<file path="src/rtl/core/svm_pkg.sv">
// svm_pkg: opcodes, fault codes and controller/datapath command types
// for the stack machine executor; no dependencies
package svm_pkg;

  typedef enum logic [4:0] {
    OP_START  = 5'd0,  OP_ALLOC = 5'd1,  OP_DALLOC = 5'd2,  OP_CALL = 5'd3,
    OP_RETURN = 5'd4,  OP_HLT   = 5'd5,  OP_RD     = 5'd6,  OP_PRN  = 5'd7,
    OP_LDC    = 5'd8,  OP_LDV   = 5'd9,  OP_ADD    = 5'd10, OP_SUB  = 5'd11,
    OP_MULT   = 5'd12, OP_DIV   = 5'd13, OP_INV    = 5'd14, OP_AND  = 5'd15,
    OP_OR     = 5'd16, OP_NEG   = 5'd17, OP_CME    = 5'd18, OP_CMA  = 5'd19,
    OP_CEQ    = 5'd20, OP_CDIF  = 5'd21, OP_CMEQ   = 5'd22, OP_CMAQ = 5'd23,
    OP_STR    = 5'd24, OP_JMP   = 5'd25, OP_JMPF   = 5'd26, OP_NULL = 5'd27
  } opcode_e;

  typedef enum logic [1:0] {
    FAULT_NONE  = 2'd0,
    FAULT_DIV0  = 2'd1,
    FAULT_STACK = 2'd2,
    FAULT_ADDR  = 2'd3
  } fault_e;

  // datapath operations requested by the controller
  typedef enum logic [3:0] {
    DP_NONE,      // nothing
    DP_RD_TOP,    // read mem[sp] into b
    DP_RD_SUB,    // read mem[sp-1] into a
    DP_RD_ADDR,   // read mem[ptr] into b
    DP_WR_TOP1,   // write w to mem[sp+1], sp++
    DP_WR_SUB,    // write w to mem[sp-1], sp--
    DP_WR_TOP,    // write w to mem[sp]
    DP_WR_ADDR,   // write w to mem[ptr], sp--
    DP_DIV_START, // start divider
    DP_SP_DEC,    // sp--
    DP_SP_SET     // sp = -1
  } dp_op_e;

  typedef enum logic [2:0] {
    WSEL_B, WSEL_RV, WSEL_OPV, WSEL_NEXT, WSEL_ALU, WSEL_DIV
  } wsel_e;

  typedef struct packed {
    dp_op_e op;
    wsel_e  wsel;
  } dp_cmd_t;

  typedef struct packed {
    logic clr_busy;
    logic div_busy;
    logic b_zero;
  } dp_sts_t;

endpackage

</file>
<file path="src/rtl/core/svm_datapath.sv">
// svm_datapath: data memory, stack pointer, operand registers, alu and
// restoring divider; uses svm_pkg
module svm_datapath #(
  parameter int MemDepth  = 64,
  parameter int DataWidth = 32,
  parameter int AddrW     = 6
) (
  input  logic                   clk_i,
  input  logic                   rst_ni,
  input  svm_pkg::dp_cmd_t       cmd_i,
  input  svm_pkg::opcode_e       op_i,
  input  logic [AddrW-1:0]       ptr_i,
  input  logic [DataWidth-1:0]   rv_i,
  input  logic [DataWidth-1:0]   opv_i,
  input  logic [DataWidth-1:0]   next_i,
  output svm_pkg::dp_sts_t       sts_o,
  output logic signed [AddrW:0]  sp_o,
  output logic [DataWidth-1:0]   b_o
);

  localparam int CntW = $clog2(DataWidth + 1);

  logic [DataWidth-1:0] mem_q [MemDepth];
  logic signed [AddrW:0] sp_q, sp_d;
  logic [DataWidth-1:0] a_q, b_q, w, alu;
  logic [AddrW-1:0] waddr, raddr;
  logic we;
  logic [DataWidth-1:0] rdata_q;
  logic signed [DataWidth-1:0] sa, sb;
  logic clr_q;
  logic [AddrW-1:0] clr_addr_q;

  // divider state
  logic [DataWidth-1:0] quo_q, rem_q, dvs_q;
  logic [CntW-1:0] cnt_q;
  logic neg_q, busy_q;
  logic [DataWidth:0] trial;
  logic [DataWidth-1:0] rem_sh, divres;

  assign sa = a_q;
  assign sb = b_q;

  always_comb begin
    unique case (op_i)
      svm_pkg::OP_ADD:  alu = a_q + b_q;
      svm_pkg::OP_SUB:  alu = a_q - b_q;
      svm_pkg::OP_MULT: alu = a_q * b_q;
      svm_pkg::OP_INV:  alu = '0 - b_q;
      svm_pkg::OP_NEG:  alu = DataWidth'(1) - b_q;
      svm_pkg::OP_AND:  alu = DataWidth'((a_q == DataWidth'(1)) && (b_q == DataWidth'(1)));
      svm_pkg::OP_OR:   alu = DataWidth'((a_q == DataWidth'(1)) || (b_q == DataWidth'(1)));
      svm_pkg::OP_CME:  alu = DataWidth'(sa < sb);
      svm_pkg::OP_CMA:  alu = DataWidth'(sa > sb);
      svm_pkg::OP_CEQ:  alu = DataWidth'(sa == sb);
      svm_pkg::OP_CDIF: alu = DataWidth'(sa != sb);
      svm_pkg::OP_CMEQ: alu = DataWidth'(sa <= sb);
      svm_pkg::OP_CMAQ: alu = DataWidth'(sa >= sb);
      default:          alu = b_q;
    endcase
  end

  assign divres = neg_q ? ('0 - quo_q) : quo_q;

  always_comb begin
    unique case (cmd_i.wsel)
      svm_pkg::WSEL_B:    w = b_q;
      svm_pkg::WSEL_RV:   w = rv_i;
      svm_pkg::WSEL_OPV:  w = opv_i;
      svm_pkg::WSEL_NEXT: w = next_i;
      svm_pkg::WSEL_ALU:  w = alu;
      svm_pkg::WSEL_DIV:  w = divres;
      default:            w = b_q;
    endcase
  end

  always_comb begin
    we    = 1'b0;
    waddr = ptr_i;
    raddr = sp_q[AddrW-1:0];
    sp_d  = sp_q;
    unique case (cmd_i.op)
      svm_pkg::DP_RD_SUB:  raddr = AddrW'(sp_q - 1);
      svm_pkg::DP_RD_ADDR: raddr = ptr_i;
      svm_pkg::DP_WR_TOP1: begin
        we = 1'b1; waddr = AddrW'(sp_q + 1); sp_d = sp_q + (AddrW+1)'(1);
      end
      svm_pkg::DP_WR_SUB: begin
        we = 1'b1; waddr = AddrW'(sp_q - 1); sp_d = sp_q - (AddrW+1)'(1);
      end
      svm_pkg::DP_WR_TOP: begin
        we = 1'b1; waddr = sp_q[AddrW-1:0];
      end
      svm_pkg::DP_WR_ADDR: begin
        we = 1'b1; sp_d = sp_q - (AddrW+1)'(1);
      end
      svm_pkg::DP_SP_DEC: sp_d = sp_q - (AddrW+1)'(1);
      svm_pkg::DP_SP_SET: sp_d = '1;
      default: ;
    endcase
  end

  // clearing pass after reset, one word per cycle
  always_ff @(posedge clk_i or negedge rst_ni) begin
    if (!rst_ni) begin
      clr_q      <= 1'b1;
      clr_addr_q <= '0;
    end else if (clr_q) begin
      clr_addr_q <= clr_addr_q + 1'b1;
      clr_q      <= (clr_addr_q != AddrW'(MemDepth - 1));
    end
  end

  // memory: synchronous read, one write port
  always_ff @(posedge clk_i) begin
    if (clr_q) begin
      mem_q[clr_addr_q] <= '0;
    end else if (we) begin
      mem_q[waddr] <= w;
    end
  end

  always_ff @(posedge clk_i) begin
    rdata_q <= mem_q[raddr];
  end

  // read data is registered in rdata_q, then loaded into a or b as the registered ld_q selects
  logic [1:0] ld_q;
  always_ff @(posedge clk_i or negedge rst_ni) begin
    if (!rst_ni) begin
      ld_q <= 2'd0;
      sp_q <= '0;
    end else begin
      sp_q <= sp_d;
      ld_q <= (cmd_i.op == svm_pkg::DP_RD_SUB) ? 2'd1 :
              ((cmd_i.op == svm_pkg::DP_RD_TOP || cmd_i.op == svm_pkg::DP_RD_ADDR)
               ? 2'd2 : 2'd0);
    end
  end

  always_ff @(posedge clk_i) begin
    if (ld_q == 2'd1) a_q <= rdata_q;
    if (ld_q == 2'd2) b_q <= rdata_q;
  end

  // restoring divider on magnitudes, one quotient bit per cycle
  assign rem_sh = {rem_q[DataWidth-2:0], quo_q[DataWidth-1]};
  assign trial  = {1'b0, rem_sh} - {1'b0, dvs_q};

  always_ff @(posedge clk_i or negedge rst_ni) begin
    if (!rst_ni) begin
      busy_q <= 1'b0;
      cnt_q  <= '0;
    end else if (cmd_i.op == svm_pkg::DP_DIV_START) begin
      busy_q <= 1'b1;
      cnt_q  <= CntW'(DataWidth);
    end else if (busy_q) begin
      cnt_q  <= cnt_q - 1'b1;
      busy_q <= (cnt_q != CntW'(1));
    end
  end

  always_ff @(posedge clk_i) begin
    if (cmd_i.op == svm_pkg::DP_DIV_START) begin
      quo_q <= a_q[DataWidth-1] ? ('0 - a_q) : a_q;
      dvs_q <= b_q[DataWidth-1] ? ('0 - b_q) : b_q;
      rem_q <= '0;
      neg_q <= a_q[DataWidth-1] ^ b_q[DataWidth-1];
    end else if (busy_q) begin
      if (!trial[DataWidth]) begin
        rem_q <= trial[DataWidth-1:0];
        quo_q <= {quo_q[DataWidth-2:0], 1'b1};
      end else begin
        rem_q <= rem_sh;
        quo_q <= {quo_q[DataWidth-2:0], 1'b0};
      end
    end
  end

  assign sts_o.clr_busy = clr_q;
  assign sts_o.div_busy = busy_q;
  assign sts_o.b_zero   = (b_q == '0);
  assign sp_o = sp_q;
  assign b_o  = b_q;

endmodule

</file>
<file path="src/rtl/core/svm_ctrl.sv">
// svm_ctrl: instruction sequencer, checks, block copy counter, program
// line and result register; uses svm_pkg, drives svm_datapath
module svm_ctrl #(
  parameter int MemDepth  = 64,
  parameter int ProgDepth = 256,
  parameter int DataWidth = 32,
  parameter int AddrW     = 6,
  parameter int LineW     = 8
) (
  input  logic                  clk_i,
  input  logic                  rst_ni,
  input  logic                  in_valid_i,
  output logic                  in_stall_o,
  input  logic [4:0]            opcode_i,
  input  logic signed [31:0]    operand_value_i,
  input  logic [6:0]            block_count_i,
  input  logic [7:0]            jump_line_i,
  input  logic signed [31:0]    read_value_i,
  output logic                  out_valid_o,
  input  logic                  out_stall_i,
  output logic [7:0]            next_line_o,
  output logic                  halted_o,
  output logic                  print_valid_o,
  output logic signed [31:0]    print_value_o,
  output logic [1:0]            fault_o,
  output svm_pkg::dp_cmd_t      cmd_o,
  output svm_pkg::opcode_e      op_o,
  output logic [AddrW-1:0]      ptr_o,
  output logic [DataWidth-1:0]  next_o,
  output logic [DataWidth-1:0]  opv_o,
  output logic [DataWidth-1:0]  rv_o,
  input  svm_pkg::dp_sts_t      sts_i,
  input  logic signed [AddrW:0] sp_i,
  input  logic [DataWidth-1:0]  b_i
);

  typedef enum logic [10:0] {
    S_IDLE  = 11'b00000000001,
    S_CHECK = 11'b00000000010,
    S_RD1   = 11'b00000000100,
    S_RD2   = 11'b00000001000,
    S_WAIT  = 11'b00000010000,
    S_EXEC  = 11'b00000100000,
    S_DIVW  = 11'b00001000000,
    S_CPRD  = 11'b00010000000,
    S_CPWT  = 11'b00100000000,
    S_CPWR  = 11'b01000000000,
    S_DONE  = 11'b10000000000
  } state_e;

  state_e state_q, state_d;
  svm_pkg::opcode_e op_q;
  logic signed [32:0] opv_q;
  logic signed [31:0] rv_q;
  logic [6:0] cnt_q, cnt_d;
  logic [7:0] jl_q;
  logic [LineW-1:0] line_q, line_d;
  logic [LineW-1:0] nxt;
  logic rd2_q, rd2_d;
  logic [AddrW:0] k_q, k_d;
  logic take;

  logic out_valid_q, out_valid_d;
  logic [7:0] res_line_q, res_line_d;
  logic halted_q, halted_d, pv_q, pv_d;
  logic [31:0] pval_q, pval_d;
  svm_pkg::fault_e fault_q, fault_d;

  logic is_bin, addr_ok, blk_ok, jl_ok, push_ok, pop1, pop2;
  logic signed [AddrW+8:0] spx;
  logic signed [DataWidth-1:0] bs;

  assign nxt  = line_q + 1'b1;
  assign spx  = (AddrW+9)'(sp_i);
  assign bs   = b_i;
  assign is_bin = (op_q >= svm_pkg::OP_ADD) && (op_q <= svm_pkg::OP_CMAQ) &&
                  (op_q != svm_pkg::OP_INV) && (op_q != svm_pkg::OP_NEG);
  assign addr_ok = (opv_q >= 0) && (opv_q < MemDepth);
  assign blk_ok  = (opv_q >= 0) && (opv_q + $signed({1'b0, cnt_q}) <= MemDepth);
  assign jl_ok   = ({24'd0, jl_q} < ProgDepth);
  assign push_ok = (spx + 1 < MemDepth);
  assign pop1    = (sp_i >= 0);
  assign pop2    = (sp_i >= 1);

  assign op_o   = op_q;
  assign next_o = DataWidth'(nxt);
  assign opv_o  = DataWidth'(opv_q);
  assign rv_o   = DataWidth'(rv_q);
  assign in_stall_o = (state_q != S_IDLE) || sts_i.clr_busy;
  assign take   = in_valid_i && !in_stall_o;

  always_comb begin
    state_d = state_q;
    cmd_o   = '{op: svm_pkg::DP_NONE, wsel: svm_pkg::WSEL_B};
    ptr_o   = opv_q[AddrW-1:0];
    line_d  = line_q;
    cnt_d   = cnt_q;
    k_d     = k_q;
    rd2_d   = rd2_q;
    out_valid_d = out_valid_q && out_stall_i;
    res_line_d = res_line_q;
    halted_d = halted_q; pv_d = pv_q; pval_d = pval_q; fault_d = fault_q;

    unique case (state_q)
      S_IDLE: if (take) state_d = S_CHECK;
      S_CHECK: begin
        fault_d  = svm_pkg::FAULT_NONE;
        halted_d = 1'b0; pv_d = 1'b0; pval_d = '0;
        res_line_d = 8'(line_q);
        state_d  = S_DONE;
        rd2_d    = 1'b0;
        k_d      = '0;
        if (is_bin) begin
          if (!pop2) fault_d = svm_pkg::FAULT_STACK;
          else begin state_d = S_RD1; rd2_d = 1'b1; end
        end else begin
          unique case (op_q)
            svm_pkg::OP_START: begin
              cmd_o.op = svm_pkg::DP_SP_SET; res_line_d = 8'(nxt); line_d = nxt;
            end
            svm_pkg::OP_ALLOC, svm_pkg::OP_DALLOC: begin
              if (!blk_ok) fault_d = svm_pkg::FAULT_ADDR;
              else if (op_q == svm_pkg::OP_ALLOC &&
                       spx + $signed({1'b0, cnt_q}) > MemDepth - 1)
                fault_d = svm_pkg::FAULT_STACK;
              else if (op_q == svm_pkg::OP_DALLOC &&
                       $signed({1'b0, cnt_q}) > spx + 1)
                fault_d = svm_pkg::FAULT_STACK;
              else begin
                res_line_d = 8'(nxt); line_d = nxt;
                state_d = (cnt_q == 7'd0) ? S_DONE : S_CPRD;
                if (op_q == svm_pkg::OP_DALLOC) k_d = (AddrW+1)'(cnt_q - 1'b1);
              end
            end
            svm_pkg::OP_CALL: begin
              if (!jl_ok) fault_d = svm_pkg::FAULT_ADDR;
              else if (!push_ok) fault_d = svm_pkg::FAULT_STACK;
              else begin
                cmd_o = '{op: svm_pkg::DP_WR_TOP1, wsel: svm_pkg::WSEL_NEXT};
                res_line_d = jl_q; line_d = LineW'(jl_q);
              end
            end
            svm_pkg::OP_RETURN, svm_pkg::OP_PRN, svm_pkg::OP_INV,
            svm_pkg::OP_NEG, svm_pkg::OP_JMPF: begin
              if (op_q == svm_pkg::OP_JMPF && !jl_ok) fault_d = svm_pkg::FAULT_ADDR;
              else if (!pop1) fault_d = svm_pkg::FAULT_STACK;
              else state_d = S_RD2;
            end
            svm_pkg::OP_HLT: halted_d = 1'b1;
            svm_pkg::OP_RD, svm_pkg::OP_LDC: begin
              if (!push_ok) fault_d = svm_pkg::FAULT_STACK;
              else begin
                cmd_o = '{op: svm_pkg::DP_WR_TOP1,
                          wsel: (op_q == svm_pkg::OP_RD) ? svm_pkg::WSEL_RV
                                                         : svm_pkg::WSEL_OPV};
                res_line_d = 8'(nxt); line_d = nxt;
              end
            end
            svm_pkg::OP_LDV: begin
              if (!addr_ok) fault_d = svm_pkg::FAULT_ADDR;
              else if (!push_ok) fault_d = svm_pkg::FAULT_STACK;
              else state_d = S_RD2;
            end
            svm_pkg::OP_STR: begin
              if (!addr_ok) fault_d = svm_pkg::FAULT_ADDR;
              else if (!pop1) fault_d = svm_pkg::FAULT_STACK;
              else state_d = S_RD2;
            end
            svm_pkg::OP_JMP: begin
              if (!jl_ok) fault_d = svm_pkg::FAULT_ADDR;
              else begin res_line_d = jl_q; line_d = LineW'(jl_q); end
            end
            svm_pkg::OP_NULL: begin res_line_d = 8'(nxt); line_d = nxt; end
            default: ;
          endcase
        end
      end
      S_RD1: begin cmd_o.op = svm_pkg::DP_RD_SUB; state_d = S_RD2; end
      S_RD2: begin
        cmd_o.op = (op_q == svm_pkg::OP_LDV) ? svm_pkg::DP_RD_ADDR : svm_pkg::DP_RD_TOP;
        state_d = S_WAIT;
      end
      S_WAIT: state_d = S_EXEC;
      S_EXEC: begin
        state_d = S_DONE;
        res_line_d = 8'(nxt); line_d = nxt;
        if (rd2_q) begin
          if (op_q == svm_pkg::OP_DIV) begin
            if (sts_i.b_zero) begin
              fault_d = svm_pkg::FAULT_DIV0; res_line_d = 8'(line_q); line_d = line_q;
            end else begin
              cmd_o.op = svm_pkg::DP_DIV_START; state_d = S_DIVW;
              res_line_d = 8'(line_q); line_d = line_q;
            end
          end else cmd_o = '{op: svm_pkg::DP_WR_SUB, wsel: svm_pkg::WSEL_ALU};
        end else begin
          unique case (op_q)
            svm_pkg::OP_RETURN: begin
              if (bs < 0 || bs >= ProgDepth) begin
                fault_d = svm_pkg::FAULT_ADDR; res_line_d = 8'(line_q); line_d = line_q;
              end else begin
                cmd_o.op = svm_pkg::DP_SP_DEC;
                res_line_d = 8'(b_i); line_d = LineW'(b_i);
              end
            end
            svm_pkg::OP_PRN: begin
              cmd_o.op = svm_pkg::DP_SP_DEC; pv_d = 1'b1; pval_d = 32'(bs);
            end
            svm_pkg::OP_INV, svm_pkg::OP_NEG:
              cmd_o = '{op: svm_pkg::DP_WR_TOP, wsel: svm_pkg::WSEL_ALU};
            svm_pkg::OP_JMPF: begin
              cmd_o.op = svm_pkg::DP_SP_DEC;
              if (b_i == '0) begin res_line_d = jl_q; line_d = LineW'(jl_q); end
            end
            svm_pkg::OP_LDV:
              cmd_o = '{op: svm_pkg::DP_WR_TOP1, wsel: svm_pkg::WSEL_B};
            default:
              cmd_o = '{op: svm_pkg::DP_WR_ADDR, wsel: svm_pkg::WSEL_B};
          endcase
        end
      end
      S_DIVW: if (!sts_i.div_busy) begin
        cmd_o = '{op: svm_pkg::DP_WR_SUB, wsel: svm_pkg::WSEL_DIV};
        res_line_d = 8'(nxt); line_d = nxt; state_d = S_DONE;
      end
      S_CPRD: begin
        // alloc reads source block, dalloc reads stack top
        if (op_q == svm_pkg::OP_ALLOC) begin
          cmd_o.op = svm_pkg::DP_RD_ADDR; ptr_o = AddrW'(opv_q) + AddrW'(k_q);
        end else cmd_o.op = svm_pkg::DP_RD_TOP;
        state_d = S_CPWT;
      end
      S_CPWT: state_d = S_CPWR;
      S_CPWR: begin
        if (op_q == svm_pkg::OP_ALLOC) begin
          cmd_o = '{op: svm_pkg::DP_WR_TOP1, wsel: svm_pkg::WSEL_B};
          k_d = k_q + 1'b1;
        end else begin
          cmd_o = '{op: svm_pkg::DP_WR_ADDR, wsel: svm_pkg::WSEL_B};
          ptr_o = AddrW'(opv_q) + AddrW'(k_q);
          k_d = k_q - 1'b1;
        end
        cnt_d = cnt_q - 1'b1;
        state_d = (cnt_q == 7'd1) ? S_DONE : S_CPRD;
      end
      S_DONE: if (!out_valid_q || !out_stall_i) begin
        out_valid_d = 1'b1; state_d = S_IDLE;
      end
      default: state_d = S_IDLE;
    endcase
  end

  always_ff @(posedge clk_i or negedge rst_ni) begin
    if (!rst_ni) begin
      state_q <= S_IDLE;
      line_q  <= '0;
      out_valid_q <= 1'b0;
    end else begin
      state_q <= state_d;
      line_q  <= line_d;
      out_valid_q <= out_valid_d;
    end
  end

  always_ff @(posedge clk_i) begin
    if (take) begin
      op_q  <= svm_pkg::opcode_e'(opcode_i);
      opv_q <= 33'(operand_value_i);
      rv_q  <= read_value_i;
      cnt_q <= block_count_i;
      jl_q  <= jump_line_i;
    end else cnt_q <= cnt_d;
    k_q   <= k_d;
    rd2_q <= rd2_d;
    res_line_q <= res_line_d;
    halted_q <= halted_d; pv_q <= pv_d; pval_q <= pval_d; fault_q <= fault_d;
  end

  // result register holds until taken
  logic [7:0] o_line_q; logic o_h_q, o_pv_q; logic [31:0] o_pval_q; logic [1:0] o_f_q;
  always_ff @(posedge clk_i) begin
    if (state_q == S_DONE && (!out_valid_q || !out_stall_i)) begin
      o_line_q <= res_line_q; o_h_q <= halted_q; o_pv_q <= pv_q;
      o_pval_q <= pval_q; o_f_q <= fault_q;
    end
  end

  assign out_valid_o   = out_valid_q;
  assign next_line_o   = o_line_q;
  assign halted_o      = o_h_q;
  assign print_valid_o = o_pv_q;
  assign print_value_o = o_pval_q;
  assign fault_o       = o_f_q;

endmodule

</file>
<file path="src/rtl/core/stack_vm_instruction_executor_unit.sv">
// Stack machine executor: one decoded instruction per input transfer,
// one result transfer each; the input stalls until the last result is
// registered. HLT, START, RD, LDC, CALL, JMP, NULL, undefined opcodes and
// any instruction faulting in its checks go from check straight to done;
// RETURN, PRN, INV, NEG, JMPF, LDV and STR read one word, then execute;
// two-operand ops read two; DIV then waits for the divider, which makes
// one quotient bit per cycle; ALLOC/DALLOC copy word by word, a read then
// a write each. A stalled output holds the unit in its done state. After
// reset the data memory is cleared one word per cycle with the input
// stalled.
// top level; instantiates svm_ctrl and svm_datapath; uses svm_pkg
module stack_vm_instruction_executor_unit #(
  parameter int MEM_DEPTH  = 64,
  parameter int PROG_DEPTH = 256,
  parameter int DATA_WIDTH = 32
) (
  input  logic               clk_i,
  input  logic               rst_ni,
  input  logic               in_valid_i,
  output logic               in_stall_o,
  input  logic [4:0]         opcode_i,
  input  logic signed [31:0] operand_value_i,
  input  logic [6:0]         block_count_i,
  input  logic [7:0]         jump_line_i,
  input  logic signed [31:0] read_value_i,
  output logic               out_valid_o,
  input  logic               out_stall_i,
  output logic [7:0]         next_line_o,
  output logic               halted_o,
  output logic               print_valid_o,
  output logic signed [31:0] print_value_o,
  output logic [1:0]         fault_o
);

  localparam int AddrW = $clog2(MEM_DEPTH);
  localparam int LineW = $clog2(PROG_DEPTH);

  svm_pkg::dp_cmd_t cmd;
  svm_pkg::dp_sts_t sts;
  svm_pkg::opcode_e op;
  logic [AddrW-1:0] ptr;
  logic [DATA_WIDTH-1:0] nxt, b, opv, rv;
  logic signed [AddrW:0] sp;

  svm_ctrl #(
    .MemDepth(MEM_DEPTH), .ProgDepth(PROG_DEPTH), .DataWidth(DATA_WIDTH),
    .AddrW(AddrW), .LineW(LineW)
  ) u_ctrl (
    .clk_i, .rst_ni, .in_valid_i, .in_stall_o, .opcode_i, .operand_value_i,
    .block_count_i, .jump_line_i, .read_value_i, .out_valid_o, .out_stall_i,
    .next_line_o, .halted_o, .print_valid_o, .print_value_o, .fault_o,
    .cmd_o(cmd), .op_o(op), .ptr_o(ptr), .next_o(nxt), .opv_o(opv), .rv_o(rv),
    .sts_i(sts), .sp_i(sp), .b_i(b)
  );

  svm_datapath #(
    .MemDepth(MEM_DEPTH), .DataWidth(DATA_WIDTH), .AddrW(AddrW)
  ) u_dp (
    .clk_i, .rst_ni, .cmd_i(cmd), .op_i(op), .ptr_i(ptr),
    .rv_i(rv), .opv_i(opv),
    .next_i(nxt), .sts_o(sts), .sp_o(sp), .b_o(b)
  );

endmodule

</file>
<file path="config.mk">
export PLATFORM = sky130hd
export DESIGN_NAME = stack_vm_instruction_executor_unit
export DESIGN_NICKNAME = d
export VERILOG_FILES = /design/src/rtl/core/svm_pkg.sv /design/src/rtl/core/svm_datapath.sv /design/src/rtl/core/svm_ctrl.sv /design/src/rtl/core/stack_vm_instruction_executor_unit.sv
export SDC_FILE = /design/constraint.sdc
export NUM_CORES = 2
export LEC_CHECK = 0
export BUFFER_PORTS_ARGS = -buffer_cell sky130_fd_sc_hd__buf_2
export CORE_ASPECT_RATIO = 2
export CORE_MARGIN = 5
export CORE_UTILIZATION = 65
export CTS_BUF_LIST = sky130_fd_sc_hd__clkbuf_4 sky130_fd_sc_hd__clkbuf_8
export DETAILED_ROUTE_END_ITERATION = 8
export PLACE_DENSITY_LB_ADDON = 0.05
export SLEW_MARGIN = 5
export SYNTH_ARGS = -nofsm -noshare
export SYNTH_HDL_FRONTEND = slang
export SYNTH_SLANG_ARGS = --single-unit
</file>
<file path="constraint.sdc">
create_clock -name clk_i -period 26.9 [get_ports clk_i]
set_clock_uncertainty 0.15 [all_clocks]
set_input_delay 2.69 -clock clk_i [delete_from_list [all_inputs] [get_ports clk_i]]
set_output_delay 2.69 -clock clk_i [all_outputs]
set_load 0.02 [all_outputs]
</file>
==> PnR_summary.wiki <==
{| class="wikitable"
! Metric !! Value
|-
| Run status || finished, violations left
|-
| Failing checks || max-capacitance violations, max-slew violations
|-
| Vias per Instance || 6.93
|-
| Number of enable-type register cells in the synthesized netlist || 2,356
|-
| Static leakage || 50.9 nW
|-
| DRC errors left || 0
|-
| Flip-flop and latch count after synthesis || 2,462
|-
| Unrepaired setup endpoints after global routing || false
|-
| Worst reg2reg path endpoint || u_dp.mem_q[3][30]
|-
| Count of warnings emitted by yosys || 0
|-
| Die Span X || 320 um
|-
| Post-Synthesis Cell Area || 125,000 um^2
|-
| Maximum clock path buffer count || 4
|-
| First-pass GRT wire length || 638,000 um
|-
| IO buf count || 133
|-
| Hold-critical path depth || 0
|-
| Antenna violations before repair || 44
|-
| Setup slack, reg-to-reg || 16.83 ns
|-
| Post-DP HPWL || 287,000 um
|-
| Number of endpoints with negative hold slack in the final report || 0
|-
| Post-cts repair resize count || 0
|-
| Top_reg_cell synth || edfxtp_1
|-
| Largest fanout on the critical path || 64
|-
| Number of nets still failing antenna checks after routing || 0
|-
| Post-CTS Repair Setup Buffers || 0
|-
| Type of the worst setup path || flip-flop to flip-flop
|-
| Clock tree from TritonCTS || done
|-
| Layout overhead on the synthesized area || 8.98%
|-
| Required time of the critical path || 27.41 ns
|-
| Global route total overflow || 0
|-
| Number of optimization iterations in the first detailed-route pass || 7
|-
| Maximum level of the CTS H-tree || 5
|-
| Die area || 201,000 um^2
|-
| Time the worst path needs with I/O delays and setup || 10.07 ns
|-
| Top-area cell type share of the netlist area || 0.567
|-
| Final number of max-transition violations || 1
|-
| Synthesized net count || 11,252
|-
| Total length of routed wires || 451,000 um
|-
| Number of DRC violations after detailed-routing iteration 0 || 12,401
|-
| Cell types with the largest area share after synthesis || edfxtp_1 57%, fa_1 6.7%, nand2_1 5.5%
|-
| Via count of the first global-routing pass || 92,438
|-
| Boundary Pins || 134
|-
| Weighted congestion reported at the end of routability-driven placement || 1.08
|-
| Hold/Removal Path Class || flip-flop to flip-flop
|-
| Fraction of layout instances using a drive strength above 1 || 0.107
|-
| Logic depth of the worst register-to-register path || 25
|-
| Die Span Y || 630 um
|-
| Worst hold path startpoint || u_dp.rdata_q[11]
|-
| Total negative slack || 0 ns
|-
| Critical Path Source Type || flip-flop
|-
| Number of distinct library cells after synthesis || 107
|-
| Vias after detailed routing || 93,027
|-
| Number of instances in the synthesized netlist || 10,485
|-
| Area inside the core boundary || 191,000 um^2
|-
| Pin count of the biggest net entering global routing || 172
|-
| Starting density of the core || 0.653
|-
| Clock slew at the register clock pins of the worst setup and hold paths || 0.08 ns
|-
| NumNets Final || 11,364
|-
| Leading area contributor after synthesis || edfxtp_1
|-
| Num CTS Buffers || 333
|-
| Cell at the root of the clock tree || clkbuf_8
|-
| Hold Path Sink || u_dp.b_o[11]
|-
| Cell with the most instances after synthesis || edfxtp_1
|-
| Power per unit of standard cell area || 89.6 nW/um^2
|-
| Achievable Freq || 0.0993 GHz
|-
| Slew at the pin with the worst max-slew slack || 1.50 ns
|-
| Later-pin clock latency in the skew report || 0.99 ns
|-
| Overall power consumption || 12.2 mW
|-
| Proportion of synthesized chip area in sequential cells || 0.586
|-
| Worst path arrival time || 10.58 ns
|-
| Max-cap check violation count || 2
|-
| Final cycle utilization of the critical path || 0.374
|-
| Total global routing track utilization || 0.442
|-
| Average cell area after synthesis || 11.9 um^2
|-
| Number of setup violations in the final report || 0
|-
| CTS Sinks || 2,462
|-
| Top post-synthesis cells by count || 2,356 x edfxtp_1, 1,840 x nand2_1, 922 x nand3_1, 593 x inv_1, 448 x mux2i_1
|-
| Cts-stage hold buffer count || 0
|-
| Crit. End Element || flip-flop
|-
| Maximum resistive drop on vdd || 186 uV
|-
| Post-synthesis async set-or-reset flop share || 0.0175
|-
| Worst slew margin relative to its limit || -0.00920
|-
| Standard-cell row count || 227
|-
| WL per Instance || 33.6 um
|-
| Critical R2R Launch || u_dp.b_o[13]
|}
registers in the layout, indices dropped and copies added (netlist names), 7 cells and up:
name                  flops
u_dp.b_o                 32
u_dp.rem_q               31
u_ctrl.pval_q            32
u_ctrl.cnt_q              7
u_dp.rdata_q             32
u_dp.a_q                 32
u_dp.sp_o                 7
u_ctrl.opv_q             32
u_ctrl.line_q             8
u_ctrl.rv_o              32
u_ctrl.next_line_o        8
u_ctrl.print_value_o     32
u_ctrl.jl_q               8
u_dp.mem_q             2048
u_dp.quo_q               32
u_ctrl.state_q           11
u_ctrl.res_line_q         8
u_dp.dvs_q               32
critical path, cell delays in order (launching register included):
cell,delay (ns)
edfxtp_1,0.33
buf_4,0.38
inv_1,0.32
nor2_1,0.53
fa_1,0.52
fa_1,0.47
fa_1,0.56
inv_1,0.06
fa_1,0.43
inv_1,0.08
fa_1,0.42
ha_1,0.33
fa_1,0.55
inv_1,0.06
fa_1,0.53
inv_1,0.04
ha_1,0.39
nand3_1,0.10
o31ai_1,0.55
a221oi_1,0.27
o21ai_1,0.79
a31oi_1,0.23
xnor2_1,0.62
nand2_1,0.20
a31oi_4,0.23
buf_4,0.52
worst max-delay path by stage:
stage          cells after the start    startpoint  slack [ns]            endpoint
2_1_floorplan                     29  u_dp.b_o[10]       16.28   u_dp.mem_q[0][23]
3_3_place_gp                      28  u_dp.a_q[10]       17.38  u_dp.mem_q[44][30]
3_5_place_dp                      28  u_dp.a_q[10]       17.39  u_dp.mem_q[44][30]
4_1_cts                           28  u_dp.a_q[10]       17.29   u_dp.mem_q[9][30]
5_1_grt                           28  u_dp.a_q[10]       16.63  u_dp.mem_q[11][30]
6_report                          25  u_dp.b_o[13]       16.83   u_dp.mem_q[3][30]
metal layers:
metal,track usage,wire [um],vias up
met5,0,130,-
met4,0.409,54200,18
met3,0.118,48500,2497
met2,0.719,217000,7224
met1,0.465,131000,45258
li1,-,-,38030
cell families (layout without fill, tap and decap cells):
logic type,Yosys count,in the layout,synth area share
muxes,462,462,0.0376
adders and majority gates,679,679,0.0931
AOI/OAI and AO/OA,1483,1483,0.0812
buffers and inverters,1244,1621,0.0414
and+or+nand+nor,3880,3880,0.142
DFF,2462,2462,0.586
xor gates and xnor gates,275,275,0.0193
other,0,47,0
layout by cell type, fill, tap and decap left out, types with 30 or more instances in the layout:
master,netlist,routed
edfxtp_1,2356,2356
nand2_1,1840,1838
nand3_1,922,920
inv_1,593,592
mux2i_1,448,447
fa_1,415,415
clkbuf_8,0,347
a21oi_1,349,338
nor2_1,370,301
o21ai_0,272,269
and2_1,266,266
buf_4,36,266
ha_1,264,264
xnor2_1,191,190
buf_2,230,133
o221ai_1,112,111
nor3_1,106,105
a31oi_1,107,97
clkbuf_4,1,87
clkinv_1,9,85
xor2_1,84,84
nor2_4,2,70
a21o_1,64,64
a32oi_1,65,64
dfxtp_1,63,63
nand4_1,56,56
clkinv_2,0,51
nand2b_1,51,50
o31ai_1,51,49
diode_2,0,47
a22oi_1,44,44
nor4_1,44,42
dfrtp_1,41,40
or3_1,39,39
a221oi_1,48,39
and3_1,37,36
o21a_1,32,32
o211a_1,33,32
a211oi_1,31,30
per-stage QoR:
step / setup slack [ns] / instance area, um^2 / hold WS, ns / utilization / cells
2_1_floorplan: 16.28 / 125000 / 0.250 / - / 10485
3_3_place_gp: 17.38 / 129000 / 0.251 / 0.675 / 12776
3_5_place_dp: 17.39 / 129000 / 0.255 / 0.675 / 12776
4_1_cts: 17.29 / 136000 / 0.266 / 0.710 / 13376
5_1_grt: 16.63 / 136000 / 0.274 / 0.711 / 13405
6_report: 16.83 / 136000 / 0.255 / 0.711 / 13428
final cells by class:
class,instances,area (um^2)
fillers,13191,55200
inverters,606,2280
repair buffers,415,2960
flip-flops and latches,2462,73100
multi-input cells,6779,47700
well taps,2519,3150
clock inverters,168,1250
clock buffers,432,5410
diodes,47,118
power breakdown:
group / switching, mW / total (mW) / internal (mW)
Clock: 1.43 / 2.91 / 1.48
Combinational: 3.35 / 4.86 / 1.51
Sequential: 0.142 / 4.42 / 4.27
(Power assumes the default switching activity.)
